File: src/rtl/rfsb_pkg.sv
// ----------------------------------------------------------------------------
// rfsb_pkg: shared types and constants of the fill and scroll blitter
// Commands, register indexes, status codes, controller states and the
// palette write request.
// ----------------------------------------------------------------------------
package rfsb_pkg;

  localparam int MAX_WIDTH_D  = 1024;
  localparam int MAX_HEIGHT_D = 512;
  localparam int PEN_COUNT_D  = 16;

  localparam logic [23:0] RGB_WHITE = 24'hFFFFFF;
  localparam logic [23:0] RGB_BLACK = 24'h000000;

  typedef enum logic [1:0] {
    CMD_FILL    = 2'd0,
    CMD_SCROLL  = 2'd1,
    CMD_SET_PEN = 2'd2,
    CMD_READ    = 2'd3
  } cmd_t;

  typedef enum logic [1:0] {
    CFG_WIDTH      = 2'd0,
    CFG_HEIGHT     = 2'd1,
    CFG_FG_PEN     = 2'd2,
    CFG_COMPLEMENT = 2'd3
  } cfg_idx_t;

  typedef enum logic [1:0] {
    ST_DONE  = 2'd0,
    ST_EMPTY = 2'd1,
    ST_RANGE = 2'd2
  } status_t;

  typedef enum logic [4:0] {
    S_CLEAR = 5'b00001,
    S_IDLE  = 5'b00010,
    S_RUN   = 5'b00100,
    S_DRAIN = 5'b01000,
    S_READ  = 5'b10000
  } state_t;

  typedef enum logic [1:0] {
    WD_COLOR  = 2'd0,
    WD_SOURCE = 2'd1,
    WD_INVERT = 2'd2
  } wsel_t;

  typedef struct packed {
    logic        we;
    logic [7:0]  idx;
    logic [23:0] data;
  } pen_wr_t;

endpackage

File: src/rtl/rfsb_palette.sv
// ----------------------------------------------------------------------------
// rfsb_palette: pen palette
// Holds the pen colours and looks up the foreground colour.
// ----------------------------------------------------------------------------
module rfsb_palette #(
  parameter int PEN_COUNT = 16
) (
  input  logic             clk,
  input  logic             rst_n,
  input  rfsb_pkg::pen_wr_t pen_wr,
  input  logic [7:0]       fg_pen,
  output logic [23:0]      fg_color
);
  import rfsb_pkg::*;

  localparam int PW = (PEN_COUNT > 1) ? $clog2(PEN_COUNT) : 1;

  logic [23:0] pal_r [PEN_COUNT];

  always_ff @(posedge clk) begin
    if (!rst_n) begin
      for (int i = 0; i < PEN_COUNT; i++) begin
        pal_r[i] <= (i == 0) ? RGB_BLACK : RGB_WHITE;
      end
    end else if (pen_wr.we && ({1'b0, pen_wr.idx} < 9'(PEN_COUNT))) begin
      pal_r[pen_wr.idx[PW-1:0]] <= pen_wr.data;
    end
  end

  always_comb begin
    if ({1'b0, fg_pen} < 9'(PEN_COUNT)) begin
      fg_color = pal_r[fg_pen[PW-1:0]];
    end else begin
      fg_color = RGB_BLACK;
    end
  end

endmodule

File: config.mk
export PLATFORM = sky130hd
export DESIGN_NAME = rfsb_palette
export DESIGN_NICKNAME = d
export VERILOG_FILES = /design/src/rtl/rfsb_pkg.sv /design/src/rtl/rfsb_palette.sv
export SDC_FILE = /design/constraint.sdc
export NUM_CORES = 1
export LEC_CHECK = 0
export ABC_AREA = 0
export BUFFER_PORTS_ARGS = -buffer_cell sky130_fd_sc_hd__clkbuf_2
export CAP_MARGIN = 20
export CORE_MARGIN = 5
export CORE_UTILIZATION = 62
export DETAILED_ROUTE_END_ITERATION = 16
export PLACE_DENSITY = 0.86
export SYNTH_ARGS = -nofsm -noshare
export SYNTH_HDL_FRONTEND = slang
export SYNTH_SLANG_ARGS = --single-unit
export TNS_END_PERCENT = 5
File: constraint.sdc
create_clock -name clk -period 3 [get_ports clk]
set_input_delay 0.15 -clock clk [delete_from_list [all_inputs] [get_ports clk]]
set_output_delay 0.15 -clock clk [all_outputs]
set_load 0.05 [all_outputs]
==> results.toml <==
[finish]
drive_gt1_share_pct = 43.91
largest_register = "pal_r"
final_util_pct = 70.33
largest_register_ffs = 384
fin_nets = 1257
flow.area_growth_from_synthesis_pct = 11.77
largest_registers = "pal_r: 384 flops"
non_filler_instance_count_after_layout = 1617
n_antenna_cell = 0

[setup_path]
crit_path_top_delay_cell = "sky130_fd_sc_hd__nor2b_2"
crit_type = "in -> out"
worstPathCellList = "buf_4 -> nor2b_2 -> a22oi_1 -> a22oi_1 -> o211ai_1 -> clkbuf_2"
worst_ep_arrival_time_ns = 2.25
critPathMaxFanout = 23
worst_setup_path_start_kind = "input pin"
worst-path-buf-inv = 2
crit_required_ns = 2.85
cp_top_family = "simple AND/OR/NAND/NOR gates"
crit_top_cell = "sky130_fd_sc_hd__a22oi_1"
setup.worst_path.end_class = "output pin"
critical_path.max_stage_delay_ns = 0.86

[timing]
timing.setup.tns_ns = 0
timing_max_transition_violations_final = 0
period_share_pct = 79.88
worst-slew-pin-transition_ns = 0.9944
final-setup-viol-count = 0
report.final.hold_viol_count = 0
timing.fmax_mhz = 417.3
setup_repair_after_global_routing_missed_its_margin = "no"
slew-limit-headroom_pct = 33.63
final.min_clock_period_ns = 2.396

[die]
core.rowCount = 61
die-area_um2 = 31650
io-pin-count = 67
core_region_um2 = 27780
die_h_um = 177.9
start_util_pct = 62.93
die_x_um = 177.9

[power]
power_switching_share_pct = 21.50
power_per_cell_area_nw_per_um2 = 584.6
power.net_switching_w = 0.002456
power.share.clock_pct = 38.3
p_seq_share_pct = 54.6
p_int_w = 0.008967
power.share.combinational_pct = 7.1
power.static_leakage_nw = 6.517
power.ir.vdd_worst_uv = 338.9
report.power.total_w = 0.01142

[synthesis]
syn-instance-count = 1151
netlist-cell-type-count = 28
synth-seq-cells = 384
syn-cell-area_um2 = 17480
post_synthesis_net_count = 1194
synth-seq-area-share_pct = 65.96
synth.yosys.warnings = 0
syn-mean-instance-area_um2 = 15.19

[run]
maxCapViolations = 0

[detailed_routing]
routed_wirelength_um = 40380
detailedRoute.firstPassIterationCount = 5
vias_per_cell = 6.313
route.detailed.wl_per_inst_um = 24.97
vias = 10208
first_iter_violations = 1559
route.detailed.drc = 0
detail-route-antenna-nets = 0

[clocking]
numClockSinks = 384
cts.hold.buffers_added = 0
cts-root-to-sink-buffers = 3
cts_buffer_count = 37
cts-htree-levels = 2
clock_tree_root_driver_cell = "sky130_fd_sc_hd__clkbuf_16"
clk_transition_reported_paths_ns = 0.06
cts.repair_timing.setup_buffer_count = 0
tritoncts = "done"
cts.repair.resized = 0

[grt]
via_count_of_the_first_global_routing_pass = 10061
grt_first_pass_wirelength_um = 61620
grt_util_all_layers_pct = 26.12
initial_antenna_violation_count = 0
grt_max_degree = 60
globalRoute.totalOverflow = 0

[worst_hold_path]
hp_class = "in -> reg"

[run_status]
outcome = "finished clean"

[placement]
gp_routability_congestion = 0.8916
io_buffer_count = 66
dpl.hpwl_um = 26200
placedCellCount = 1553
## routing by layer
metal / part of all wire (%) / track usage [%] / vias up
li1: - / - / 4385
met1: 38 / 38.25 / 5098
met2: 49 / 41.42 / 639
met3: 11 / 4.666 / 86
met4: 2.6 / 6.768 / 0
met5: 0 / 0 / -
## through the flow
step	setup slack [ns]	instance area, µm²	hold slack, ns
finish	0.6036	19540	0.1510
global route	0.4974	19540	0.1563
CTS	0.6505	19540	0.1267
detailed placement	0.2170	18420	0.6512
global placement	0.2879	18420	0.6321
floorplan	0.4204	17480	0.3310
## placed cells by master (no fill, tap or decap), types with 2 or more instances in the layout
cell / instances
sky130_fd_sc_hd__edfxtp_1: 384
sky130_fd_sc_hd__or2_2: 288
sky130_fd_sc_hd__mux4_2: 73
sky130_fd_sc_hd__nand2b_1: 65
sky130_fd_sc_hd__clkbuf_2: 64
sky130_fd_sc_hd__buf_4: 49
sky130_fd_sc_hd__mux2i_1: 46
sky130_fd_sc_hd__a22oi_1: 46
sky130_fd_sc_hd__nand2_1: 44
sky130_fd_sc_hd__clkbuf_16: 37
sky130_fd_sc_hd__nand3_1: 30
sky130_fd_sc_hd__and3_1: 25
sky130_fd_sc_hd__o211ai_1: 23
sky130_fd_sc_hd__or2b_1: 10
sky130_fd_sc_hd__clkinv_1: 10
sky130_fd_sc_hd__clkinv_2: 9
sky130_fd_sc_hd__buf_12: 7
sky130_fd_sc_hd__clkbuf_1: 5
sky130_fd_sc_hd__and2_2: 3
sky130_fd_sc_hd__bufinv_16: 3
sky130_fd_sc_hd__mux2_2: 2
sky130_fd_sc_hd__nor2b_2: 2
sky130_fd_sc_hd__nor2b_1: 2
sky130_fd_sc_hd__nor4_4: 2
## power groups by stage
stage                     clock (W)  sequential (W)  combinational, W
after global placement            0         0.00632          0.000787
after floorplan                   0         0.00631          0.000487
final                       0.00438         0.00623          0.000810
after CTS                   0.00441         0.00623          0.000803
after global routing        0.00464         0.00625          0.000849
after detailed placement          0         0.00634          0.000798
## cell families (layout without fill, tap and decap cells)
kind of cell	count (synthesis)	count (layout)	share of synthesized area (%)
mux	121	121	12.17
flops	384	384	65.96
simple gates	478	478	16.65
compound gates	70	70	3.013
buf+inv	98	186	2.204
## worst paths after layout
path / startpoint / endpoint / slack (ns) / cells after the start
setup / recovery: fg_pen[1] / fg_color[3] / 0.60 / 6
hold / removal: pen_wr[15] / pal_r[14][15] / 0.15 / 2
## final cells by class
type,instances,area [µm²]
Fill cell,1717,8243
Tap cell,378,473.0
Inverter,1,3.754
Clock buffer,42,944.7
Clock inverter,22,172.7
Timing Repair Buffer,121,839.6
Multi-Input combinational cell,669,5574
Sequential cell,384,11530
## cells in the mapped netlist
cell / n / area share (%)
sky130_fd_sc_hd__a22o_1: 1 / 0.050
sky130_fd_sc_hd__a22oi_1: 46 / 2.0
sky130_fd_sc_hd__and2_1: 1 / 0.036
sky130_fd_sc_hd__and2_2: 2 / 0.086
sky130_fd_sc_hd__and3_1: 25 / 0.89
sky130_fd_sc_hd__and3b_1: 1 / 0.050
sky130_fd_sc_hd__buf_1: 3 / 0.064
sky130_fd_sc_hd__buf_2: 13 / 0.37
sky130_fd_sc_hd__clkbuf_1: 80 / 1.7
sky130_fd_sc_hd__clkbuf_2: 1 / 0.029
sky130_fd_sc_hd__edfxtp_1: 384 / 66
sky130_fd_sc_hd__inv_1: 1 / 0.021
sky130_fd_sc_hd__mux2_2: 2 / 0.13
sky130_fd_sc_hd__mux2i_1: 46 / 2.6
sky130_fd_sc_hd__mux4_2: 73 / 9.4
sky130_fd_sc_hd__nand2_1: 44 / 0.94
sky130_fd_sc_hd__nand2b_1: 65 / 2.3
sky130_fd_sc_hd__nand3_1: 30 / 0.86
sky130_fd_sc_hd__nor2_1: 2 / 0.043
sky130_fd_sc_hd__nor2b_1: 4 / 0.14
sky130_fd_sc_hd__nor3_2: 1 / 0.057
sky130_fd_sc_hd__nor4_1: 1 / 0.036
sky130_fd_sc_hd__nor4_4: 2 / 0.24
sky130_fd_sc_hd__nor4b_4: 1 / 0.14
sky130_fd_sc_hd__o211ai_1: 23 / 0.99
sky130_fd_sc_hd__or2_2: 288 / 10
sky130_fd_sc_hd__or2b_1: 10 / 0.43
sky130_fd_sc_hd__or4_4: 1 / 0.064
Note: power is estimated with default switching activity, not from simulation.
